$ cat src/rtl/core/swms_pkg.sv
// swms_pkg: sizes, span and tag types shared by the sliding window spread unit.
// No dependencies; imported by every module of the block.
package swms_pkg;

    localparam int WINDOW_MAX = 1024;
    localparam int DATA_W     = 32;
    localparam int LEN_W      = 11;
    localparam int IDX_W      = (WINDOW_MAX > 1) ? $clog2(WINDOW_MAX) : 1;
    localparam int TREE_N     = 1 << IDX_W;
    localparam int FILL_W     = $clog2(WINDOW_MAX + 1);

    // running max and min over the newest samples
    typedef struct packed {
        logic [DATA_W-1:0] hi;
        logic [DATA_W-1:0] lo;
    } span_t;

    // sideband that travels with each transaction down the select tree
    typedef struct packed {
        logic             eval;
        logic             last;
        logic [IDX_W-1:0] idx;
    } tag_t;

endpackage

$ cat src/rtl/core/swms_cell.sv
// swms_cell: one link of the window chain, holding max and min of the newest samples.
// Depends on swms_pkg.
module swms_cell
    import swms_pkg::*;
(
    input  logic              clk,
    input  logic              shift_en,
    input  logic              head,
    input  logic [DATA_W-1:0] sample,
    input  span_t             prev,
    output span_t             span
);

    span_t span_reg;
    span_t span_next;

    // extend the neighbour's span by the new sample; the head cell restarts
    always_comb
    begin
        if (head)
        begin
            span_next.hi = sample;
            span_next.lo = sample;
        end
        else
        begin
            span_next.hi = (sample > prev.hi) ? sample : prev.hi;
            span_next.lo = (sample < prev.lo) ? sample : prev.lo;
        end
    end

    always_ff @(posedge clk)
    begin
        if (shift_en)
        begin
            span_reg <= span_next;
        end
    end

    assign span = span_reg;

endmodule

$ cat config.mk
export PLATFORM = sky130hd
export DESIGN_NAME = swms_cell
export DESIGN_NICKNAME = d
export VERILOG_FILES = /design/src/rtl/core/swms_pkg.sv /design/src/rtl/core/swms_cell.sv
export SDC_FILE = /design/constraint.sdc
export NUM_CORES = 1
export LEC_CHECK = 0
export BUFFER_PORTS_ARGS = -buffer_cell sky130_fd_sc_hd__buf_2
export CAP_MARGIN = 20
export CORE_MARGIN = 5
export CORE_UTILIZATION = 50
export CTS_CLUSTER_DIAMETER = 100
export DETAILED_ROUTE_END_ITERATION = 16
export HOLD_SLACK_MARGIN = 0.02
export PLACE_DENSITY = 0.91
export REMOVE_ABC_BUFFERS = 1
export SETUP_SLACK_MARGIN = 0.15
export SLEW_MARGIN = 20
export SYNTH_ARGS = -nofsm -noshare
export SYNTH_HDL_FRONTEND = slang
export SYNTH_SLANG_ARGS = --single-unit
$ cat constraint.sdc
create_clock -name clk -period 3 [get_ports clk]
set_input_delay 0.3 -clock clk [delete_from_list [all_inputs] [get_ports clk]]
set_output_delay 0.3 -clock clk [all_outputs]
set_load 0.005 [all_outputs]
==> flow_metrics.py, run 1 <==
metrics = {
    "layout": {
        "fin_util": 0.660,
        "drive_above_1_share": 0.458,
        "largest_reg_flops": 64,
        "mostFrequentLayoutCells": "buf_2 (162), inv_1 (64), edfxtp_1 (64)",
        "layout_commonest_cell": "buf_2",
        "nets": 695,
        "antennaDiodeCount": 0,
        "syn_to_final_growth_pct": 27.7,
    },
    "synthesis": {
        "synth_ff_type": "edfxtp_1",
        "netlist_instances": 359,
        "ys_seq_elements": 64,
        "synth_cell_types": 29,
        "yosysSeqAreaShare": 0.448,
        "synth_area_sq_um": 4290,
        "yosysWarnings": 0,
        "avgSynthCellArea_sq_um": 11.9,
        "async_flop_share": 0,
        "synth_edf_count": 64,
    },
    "sta": {
        "worst_pin_slew_ns": 0.673,
        "hold_viol_final": 0,
        "setup_violations": 0,
        "min_period_over_period": 0.877,
        "min_period_ns": 2.63,
        "rsz0062_at_grt": "no",
        "slew_violations": 0,
        "final.setup.tns_ns": 0,
        "fmax_mhz": 380,
        "slew_headroom": 0.551,
        "hold_ws_ns": 0.268,
    },
    "grt": {
        "grt_overflow": 0,
        "grt_max_degree": 39,
        "grt.total_usage": 0.212,
        "grt_pass1_wl_mm": 17.3,
        "grt_pass1_vias": 3685,
        "antenna_found_initial": 0,
    },
    "routing": {
        "viasPerCell": 5.37,
        "drcViolationCount": 0,
        "routedWlPerCell_um": 17.4,
        "vias": 3447,
        "detail-route-antenna-nets": 0,
        "drtIter0Drc": 76,
        "drt_first_pass_iters": 4,
        "drt_wl_total_mm": 11.2,
    },
    "power_and_ir_drop": {
        "p_sw_frac": 0.266,
        "p_switching_uw": 641,
        "clkPwrFrac": 0.295,
        "cellPowerDensity_nw_per_um2": 440,
        "leakage_nw": 2.67,
        "ir_drop_uv": 225,
        "p_comb_frac": 0.241,
        "pwr-share-seq": 0.464,
        "p_int_mw": 1.77,
    },
    "die": {
        "dieArea_sq_um": 10500,
        "ios": 163,
        "die_x_um": 103,
        "placeableCoreArea_sq_um": 8300,
        "start_util": 0.516,
        "dieHeight_um": 103,
        "placementRows": 33,
    },
    "setup_path": {
        "critPathMaxFanout": 18,
        "cp-start-kind": "primary input",
        "crit_type": "primary input to flop",
        "worstSetupEndpointType": "flop",
        "arrival_ns": 2.72,
        "cp.required_ns": 3.09,
    },
    "cts": {
        "cts_resized": 0,
        "cts_max_level": 3,
        "post_cts_buffers": 0,
        "clockRootBuffer": "clkbuf_8",
        "cts_tree": "done",
        "path_clk_slew_ns": 0.08,
        "clock_sinks": 64,
        "cts-hold-fix-buffers": 0,
        "cts_buffers": 9,
        "ctsLongestPathBuffers": 2,
    },
    "placement": {
        "portBuffers": 162,
        "dp_hpwl_mm": 8.90,
        "gp_congestion": 0.863,
    },
    "run": {
        "cap_violations": 0,
    },
    "status": {
        "status": "completed",
    },
    "hold_path": {
        "min-delay-path-class": "primary input to flop",
        "min_delay_path_depth": 2,
    },
}
==> metal layers <==
layer  share of wire  GRT usage
met5               0          0
met4           0.017     0.0777
met3           0.090     0.0535
met2            0.50      0.382
met1            0.39      0.242
==> worst paths after layout <==
kind                            endpoint  slack (ns)        from
worst max-delay path  span[58]$_DFFE_PP_        0.37  sample[14]
worst min-delay path  span[22]$_DFFE_PP_        0.27    prev[22]
==> power by group through the flow <==
stage | registers (mW) | logic, mW | clock network, mW
floorplan | 1.15 | 0.264 | 0
global placement | 1.14 | 0.553 | 0
detailed placement | 1.14 | 0.580 | 0
CTS | 1.12 | 0.585 | 0.722
global route | 1.13 | 0.641 | 0.764
finish | 1.12 | 0.580 | 0.709
==> final cells by class <==
| cell class | instances | area (sq um) |
|---|---|---|
| Sequential cell | 64 | 1920 |
| Tap cell | 105 | 131 |
| Clock buffer | 11 | 131 |
| Multi-Input combinational cell | 225 | 2090 |
| Inverter | 64 | 240 |
| Timing Repair Buffer | 169 | 913 |
| Clock inverter | 4 | 46.3 |
| Fill cell | 643 | 2830 |
==> worst max-delay path, cell delays in order <==
cell and delay, ns:
buf_2 0.13, ha_1 0.32, nand4_1 0.14, or4_1 0.59, or3_4 0.42, a31oi_4 0.26
buf_12 0.20, mux2_2 0.35
==> stage by stage <==
stage | area, sq um | instances | worst slack, ns | power [mW]
final | 5470 | 642 | 0.369 | 2.41
after global placement | 5300 | 627 | 0.0656 | 1.69
after global routing | 5470 | 642 | 0.316 | 2.53
after floorplan | 4240 | 353 | -0.599 | 1.42
after CTS | 5470 | 642 | 0.384 | 2.43
after detailed placement | 5300 | 627 | 0.0204 | 1.72
==> synthesized netlist by cell type, types with 2 or more instances <==
| cell | number | area [sq um] |
|---|---|---|
| ha_1 | 63 | 788 |
| nand3_1 | 10 | 50.1 |
| nor2_1 | 5 | 18.8 |
| buf_6 | 3 | 33.8 |
| a21oi_1 | 26 | 130 |
| edfxtp_1 | 64 | 1920 |
| a2111oi_0 | 2 | 17.5 |
| and4_1 | 3 | 26.3 |
| buf_2 | 3 | 15.0 |
| nand2_1 | 12 | 45.0 |
| inv_1 | 64 | 240 |
| mux2_2 | 62 | 698 |
| mux2_1 | 2 | 22.5 |
| nand4_1 | 7 | 43.8 |
| a211oi_1 | 3 | 22.5 |
| o21ai_0 | 10 | 50.1 |
| a221oi_1 | 2 | 17.5 |
| a21o_1 | 5 | 37.5 |
| and3_1 | 2 | 12.5 |
| nor2b_1 | 2 | 12.5 |
==> cell families after synthesis <==
kind of cell,after synthesis,share of synthesized area
AO/OA/AOI/OAI,52,0.0742
adder cells (fa/ha/maj),63,0.184
buffers and inverters,70,0.0674
flip-flops,64,0.448
multiplexers,64,0.168
AND/OR/NAND/NOR,46,0.0578
(Power assumes the default switching activity.)
==> run 2: changes to the inputs <==
--- a/config.mk
+++ b/config.mk
@@ -13,7 +13,6 @@
 export DETAILED_ROUTE_END_ITERATION = 16
 export HOLD_SLACK_MARGIN = 0.02
 export PLACE_DENSITY = 0.91
-export REMOVE_ABC_BUFFERS = 1
 export SETUP_SLACK_MARGIN = 0.15
 export SLEW_MARGIN = 20
 export SYNTH_ARGS = -nofsm -noshare
==> flow_metrics.py, run 2 (same netlist as run 1, synthesis figures left out) <==
metrics = {
    "die": {
        "placeableCoreArea_sq_um": 8300,
        "placementRows": 33,
        "ios": 163,
        "start_util": 0.516,
        "dieHeight_um": 103,
        "die_x_um": 103,
        "dieArea_sq_um": 10500,
    },
    "sta": {
        "rsz0062_at_grt": "no",
        "worst_pin_slew_ns": 0.828,
        "slew_violations": 0,
        "final.setup.tns_ns": 0,
        "fmax_mhz": 380,
        "setup_violations": 0,
        "hold_viol_final": 0,
        "slew_headroom": 0.448,
        "setup_ws_ns": 0.371,
        "min_period_over_period": 0.876,
        "hold_ws_ns": 0.265,
        "min_period_ns": 2.63,
    },
    "layout": {
        "syn_to_final_growth_pct": 26.7,
        "antennaDiodeCount": 0,
        "drive_above_1_share": 0.453,
        "layout_commonest_cell": "buf_2",
        "mostFrequentLayoutCells": "buf_2 (162), inv_1 (64), edfxtp_1 (64)",
        "nets": 695,
        "largest_reg_flops": 64,
    },
    "run": {
        "cap_violations": 0,
    },
    "cts": {
        "clockRootBuffer": "clkbuf_8",
        "path_clk_slew_ns": 0.07,
        "clock_sinks": 64,
        "ctsLongestPathBuffers": 2,
        "cts_tree": "done",
        "cts_resized": 0,
        "cts_max_level": 3,
        "cts-hold-fix-buffers": 0,
        "cts_buffers": 9,
        "post_cts_buffers": 0,
    },
    "grt": {
        "grt_max_degree": 34,
        "grt_pass1_vias": 3654,
        "grt_overflow": 0,
        "grt.total_usage": 0.210,
        "antenna_found_initial": 0,
        "grt_pass1_wl_mm": 17.0,
    },
    "routing": {
        "drt_first_pass_iters": 4,
        "drtIter0Drc": 89,
        "routedWlPerCell_um": 17.6,
        "drt_wl_total_mm": 11.3,
        "vias": 3454,
        "detail-route-antenna-nets": 0,
        "viasPerCell": 5.38,
        "drcViolationCount": 0,
    },
    "power_and_ir_drop": {
        "ir_drop_uv": 275,
        "leakage_nw": 2.66,
        "cellPowerDensity_nw_per_um2": 426,
    },
    "setup_path": {
        "cp.required_ns": 3.09,
        "crit_chain": "buf_2 -> ha_1 -> a2111oi_0 -> a2111oi_0 -> buf_4 -> o21ai_0 -> nand3_1 -> a31oi_4 -> buf_12 -> mux2_2",
        "critPathMostFrequentCell": "a2111oi_0",
        "slowest_stage": "a2111oi_0",
        "cp-start-kind": "primary input",
        "worstSetupEndpointType": "flop",
        "critPathMaxFanout": 32,
        "cp-startpoint": "sample[1]",
        "endpoint": "span[22]$_DFFE_PP_",
        "max_stage_delay_ns": 0.38,
        "crit_type": "primary input to flop",
        "arrival_ns": 2.72,
    },
    "placement": {
        "dp_slack_ns": 0.0515,
        "dp_hpwl_mm": 8.92,
        "gp_congestion": 0.793,
        "portBuffers": 162,
    },
    "status": {
        "status": "completed",
    },
    "hold_path": {
        "min_delay_path_depth": 2,
        "min-delay-path-class": "primary input to flop",
    },
    "synthesis": {
        "synth_nets": 521,
    },
}
## run 2: changes by cell type in the layout (fill, tap and decap cells not counted)
cell / change
clkbuf_1: +2
buf_12: -1
buf_4: +1
bufinv_16: -1
clkinv_1: +1
clkinv_2: -1
clkinvlp_4: -1
## run 2: how the worst min path moves through the flow
stage	start	end	slack, ns
6_report	prev[6]	span[6]$_DFFE_PP_	0.26
5_1_grt	prev[6]	span[6]$_DFFE_PP_	0.27
2_1_floorplan	shift_en	span[0]$_DFFE_PP_	0.41
3_5_place_dp	prev[6]	span[6]$_DFFE_PP_	0.61
3_3_place_gp	prev[38]	span[38]$_DFFE_PP_	0.61
4_1_cts	prev[6]	span[6]$_DFFE_PP_	0.25
## run 2: critical path: cells and delay by family
kind	cells	cell delay (ns)
AOI/OAI and AO/OA	4	1.00
buffers and inverters	3	0.53
muxes	1	0.38
adders and majority gates	1	0.28
and+or+nand+nor	1	0.21
## run 2: layer usage
metal,global-route usage,part of all wire,wire length [um],vias up
met5,0,0,0,-
met3,0.0494,0.073,821,27
li1,-,-,-,1665
met2,0.388,0.51,5770,143
met1,0.233,0.39,4440,1619
met4,0.0767,0.021,237,0
## run 2: area by class of cell
type                       instances  area [sq um]
clock buffer                      13           139
clock inverter                     2          7.51
fill                             641          2870
inverter                          64           240
multi-input combinational        225          2090
sequential                        64          1920
tap                              105           131
timing repair buffer             169           901
## run 2: power by group
part | switching (mW) | internal (mW)
clock | 0.326 | 0.292
combinational | 0.288 | 0.290
sequential | 0.0225 | 1.10
total | 0.636 | 1.68
## run 2: stage by stage
step / power (mW) / area, sq um / std cells / util
6_report: 2.31 / 5430 / 642 / 0.654
5_1_grt: 2.44 / 5430 / 642 / 0.654
4_1_cts: 2.33 / 5430 / 642 / 0.654
3_5_place_dp: 1.72 / 5280 / 627 / 0.637
3_3_place_gp: 1.68 / 5280 / 627 / 0.637
2_1_floorplan: 1.43 / 4290 / 359 / -
==> run 3: changes to the inputs <==
--- a/config.mk
+++ b/config.mk
@@ -5,14 +5,15 @@
 export SDC_FILE = /design/constraint.sdc
 export NUM_CORES = 1
 export LEC_CHECK = 0
+export ABC_AREA = 1
 export BUFFER_PORTS_ARGS = -buffer_cell sky130_fd_sc_hd__buf_2
 export CAP_MARGIN = 20
 export CORE_MARGIN = 5
-export CORE_UTILIZATION = 50
+export CORE_UTILIZATION = 51
 export CTS_CLUSTER_DIAMETER = 100
 export DETAILED_ROUTE_END_ITERATION = 16
 export HOLD_SLACK_MARGIN = 0.02
-export PLACE_DENSITY = 0.91
+export PLACE_DENSITY = 0.92
 export SETUP_SLACK_MARGIN = 0.15
 export SLEW_MARGIN = 20
 export SYNTH_ARGS = -nofsm -noshare
==> flow_metrics.py, run 3 <==
metrics = {
    "status": {
        "status": "completed",
    },
    "placement": {
        "dp_slack_ns": 0.460,
        "dp_hpwl_mm": 9.85,
        "portBuffers": 162,
        "gp_congestion": 0.848,
    },
    "synthesis": {
        "yosysWarnings": 0,
        "synth_edf_count": 64,
        "synth_area_sq_um": 4530,
        "async_flop_share": 0,
        "netlist_instances": 555,
        "avgSynthCellArea_sq_um": 8.17,
        "synth_most_common_cell": "nand2_1",
        "synth_top_cell_by_area": "edfxtp_1",
        "synth_cell_types": 20,
        "yosysSeqAreaShare": 0.424,
        "synth_top_area_frac": 0.424,
        "ys_seq_elements": 64,
        "synth_ff_type": "edfxtp_1",
        "synth_common_cells": "nand2_1 (193), inv_1 (78), nand3_1 (70)",
        "ys_top_cells_by_area": "edfxtp_1 (42%), ha_1 (17%), nand2_1 (16%), nand3_1 (7.7%), inv_1 (6.5%)",
        "synth_nets": 717,
    },
    "power_and_ir_drop": {
        "ir_drop_uv": 228,
        "p_switching_uw": 730,
        "p_int_mw": 1.72,
        "pwr-share-seq": 0.460,
        "cellPowerDensity_nw_per_um2": 440,
        "p_comb_frac": 0.254,
        "p_sw_frac": 0.298,
        "leakage_nw": 3.11,
        "clkPwrFrac": 0.287,
    },
    "layout": {
        "nets": 875,
        "seqCellArea_sq_um": 1920,
        "drive_above_1_share": 0.258,
        "layout_commonest_cell": "nand2_1",
        "mostFrequentLayoutCells": "nand2_1 (193), buf_2 (162), inv_1 (77)",
        "nFillCells": 747,
        "largest_reg_flops": 64,
        "antennaDiodeCount": 0,
        "multiInputGateArea_sq_um": 2190,
        "syn_to_final_growth_pct": 23.0,
    },
    "sta": {
        "fmax_mhz": 452,
        "min_period_ns": 2.21,
        "min_period_over_period": 0.738,
        "final.setup.tns_ns": 0,
        "worst_pin_slew_ns": 0.784,
        "rsz0062_at_grt": "no",
        "setup_violations": 0,
        "setup_ws_ns": 0.787,
        "slew_violations": 0,
        "slew_headroom": 0.477,
        "hold_viol_final": 0,
    },
    "cts": {
        "clockRootBuffer": "clkbuf_8",
        "post_cts_buffers": 0,
        "cts-hold-fix-buffers": 0,
        "cts_resized": 0,
        "path_clk_slew_ns": 0.07,
        "cts_tree": "done",
        "cts_buffers": 9,
        "clock_sinks": 64,
        "ctsLongestPathBuffers": 2,
        "cts_max_level": 3,
    },
    "setup_path": {
        "cp_top_family": "simple AND/OR/NAND/NOR gates",
        "cp.required_ns": 3.09,
        "critPathMaxFanout": 33,
        "cp-start-kind": "primary input",
        "arrival_ns": 2.30,
        "crit_buf_inv": 2,
        "crit_type": "primary input to flop",
        "slowest_stage": "nand2_4",
        "crit_chain": "buf_2 -> ha_1 -> nand2_1 -> inv_1 -> nand3_1 -> nor3_1 -> nand2_1 -> nand2_1 -> nand2_1 -> nand2_4 -> nand2_4 -> nand2_1 -> nand2_1",
        "max_stage_delay_ns": 0.32,
        "worstSetupEndpointType": "flop",
        "cp-startpoint": "sample[15]",
        "critPathMostFrequentCell": "nand2_1",
    },
    "die": {
        "placeableCoreArea_sq_um": 8680,
        "die_x_um": 104,
        "start_util": 0.522,
        "placementRows": 34,
        "dieArea_sq_um": 10900,
        "ios": 163,
        "dieHeight_um": 104,
    },
    "routing": {
        "wl_met2_mm": 6.60,
        "routedWlPerCell_um": 15.5,
        "drt_wl_total_mm": 12.7,
        "drcViolationCount": 0,
        "drtIter0Drc": 195,
        "wl_met3_um": 931,
        "drt_first_pass_iters": 5,
        "detail-route-antenna-nets": 0,
        "viasPerCell": 5.26,
        "wl_met1_mm": 4.93,
        "vias": 4337,
        "top_layer": "met4",
    },
    "run": {
        "cap_violations": 0,
    },
    "hold_path": {
        "min-delay-path-class": "primary input to flop",
        "worstHoldStart": "prev[11]",
    },
    "grt": {
        "grt_max_degree": 48,
        "grt.total_usage": 0.235,
        "grt_pass1_vias": 4684,
        "antenna_found_initial": 0,
        "grt_pass1_wl_mm": 21.3,
        "grt_overflow": 0,
    },
}
==> run 3: cell types whose count changed after synthesis, sizes merged, moves of 3 or more <==
cell    delta
nand4      -4
nand3     +60
nor2      +17
buf        +6
nand2    +185
clkbuf     +7
mux2      -64
a211oi     -3
a21o       -4
and4       -3
inv       +15
o21ai      -4
==> run 3: path summary, 6_finish.rpt <==
check	to	slack [ns]	cells past startpoint
setup / recovery	span[27]$_DFFE_PP_	0.79	13
hold / removal	span[11]$_DFFE_PP_	0.28	3
==> run 3: per-layer routing <==
layer | global-route usage | vias to the layer above
met3 | 0.0565 | 27
met1 | 0.265 | 1987
met5 | 0 | -
met2 | 0.423 | 187
li1 | - | 2136
met4 | 0.0925 | 0
==> run 3: per-stage QoR <==
stage | instance area [sq um] | utilization | cells | power, mW | hold slack, ns
floorplan | 4530 | - | 555 | 1.48 | 0.412
global placement | 5400 | 0.622 | 810 | 1.73 | 0.607
detailed placement | 5400 | 0.622 | 810 | 1.77 | 0.618
CTS | 5580 | 0.642 | 824 | 2.47 | 0.264
global route | 5580 | 0.642 | 824 | 2.60 | 0.254
finish | 5580 | 0.642 | 824 | 2.45 | 0.275
==> run 3: power by group through the flow <==
stage                     clock (mW)  sequential, mW  combinational (mW)
after floorplan                    0            1.16               0.313
after global placement             0            1.15               0.586
after detailed placement           0            1.15               0.622
after CTS                      0.717            1.13               0.623
after global routing           0.759            1.14               0.707
final                          0.703            1.13               0.622
==> run 3: layout make-up <==
| type | instances | area share |
|---|---|---|
| repair buffers | 166 | 0.153 |
| multi-input cells | 392 | 0.393 |
| well taps | 108 | 0.0242 |
| flip-flops and latches | 64 | 0.345 |
| clock buffers | 10 | 0.0229 |
| clock inverters | 4 | 0.00853 |
| inverters | 80 | 0.0539 |
==> run 3: logic make-up (layout without fill, tap and decap cells) <==
kind of cell / after synthesis / in the layout / synth area share
AOI/OAI and AO/OA: 35 / 35 / 0.0398
DFF: 64 / 64 / 0.424
and+or+nand+nor: 294 / 294 / 0.269
adders and majority gates: 63 / 63 / 0.174
buffers and inverters: 99 / 260 / 0.0928
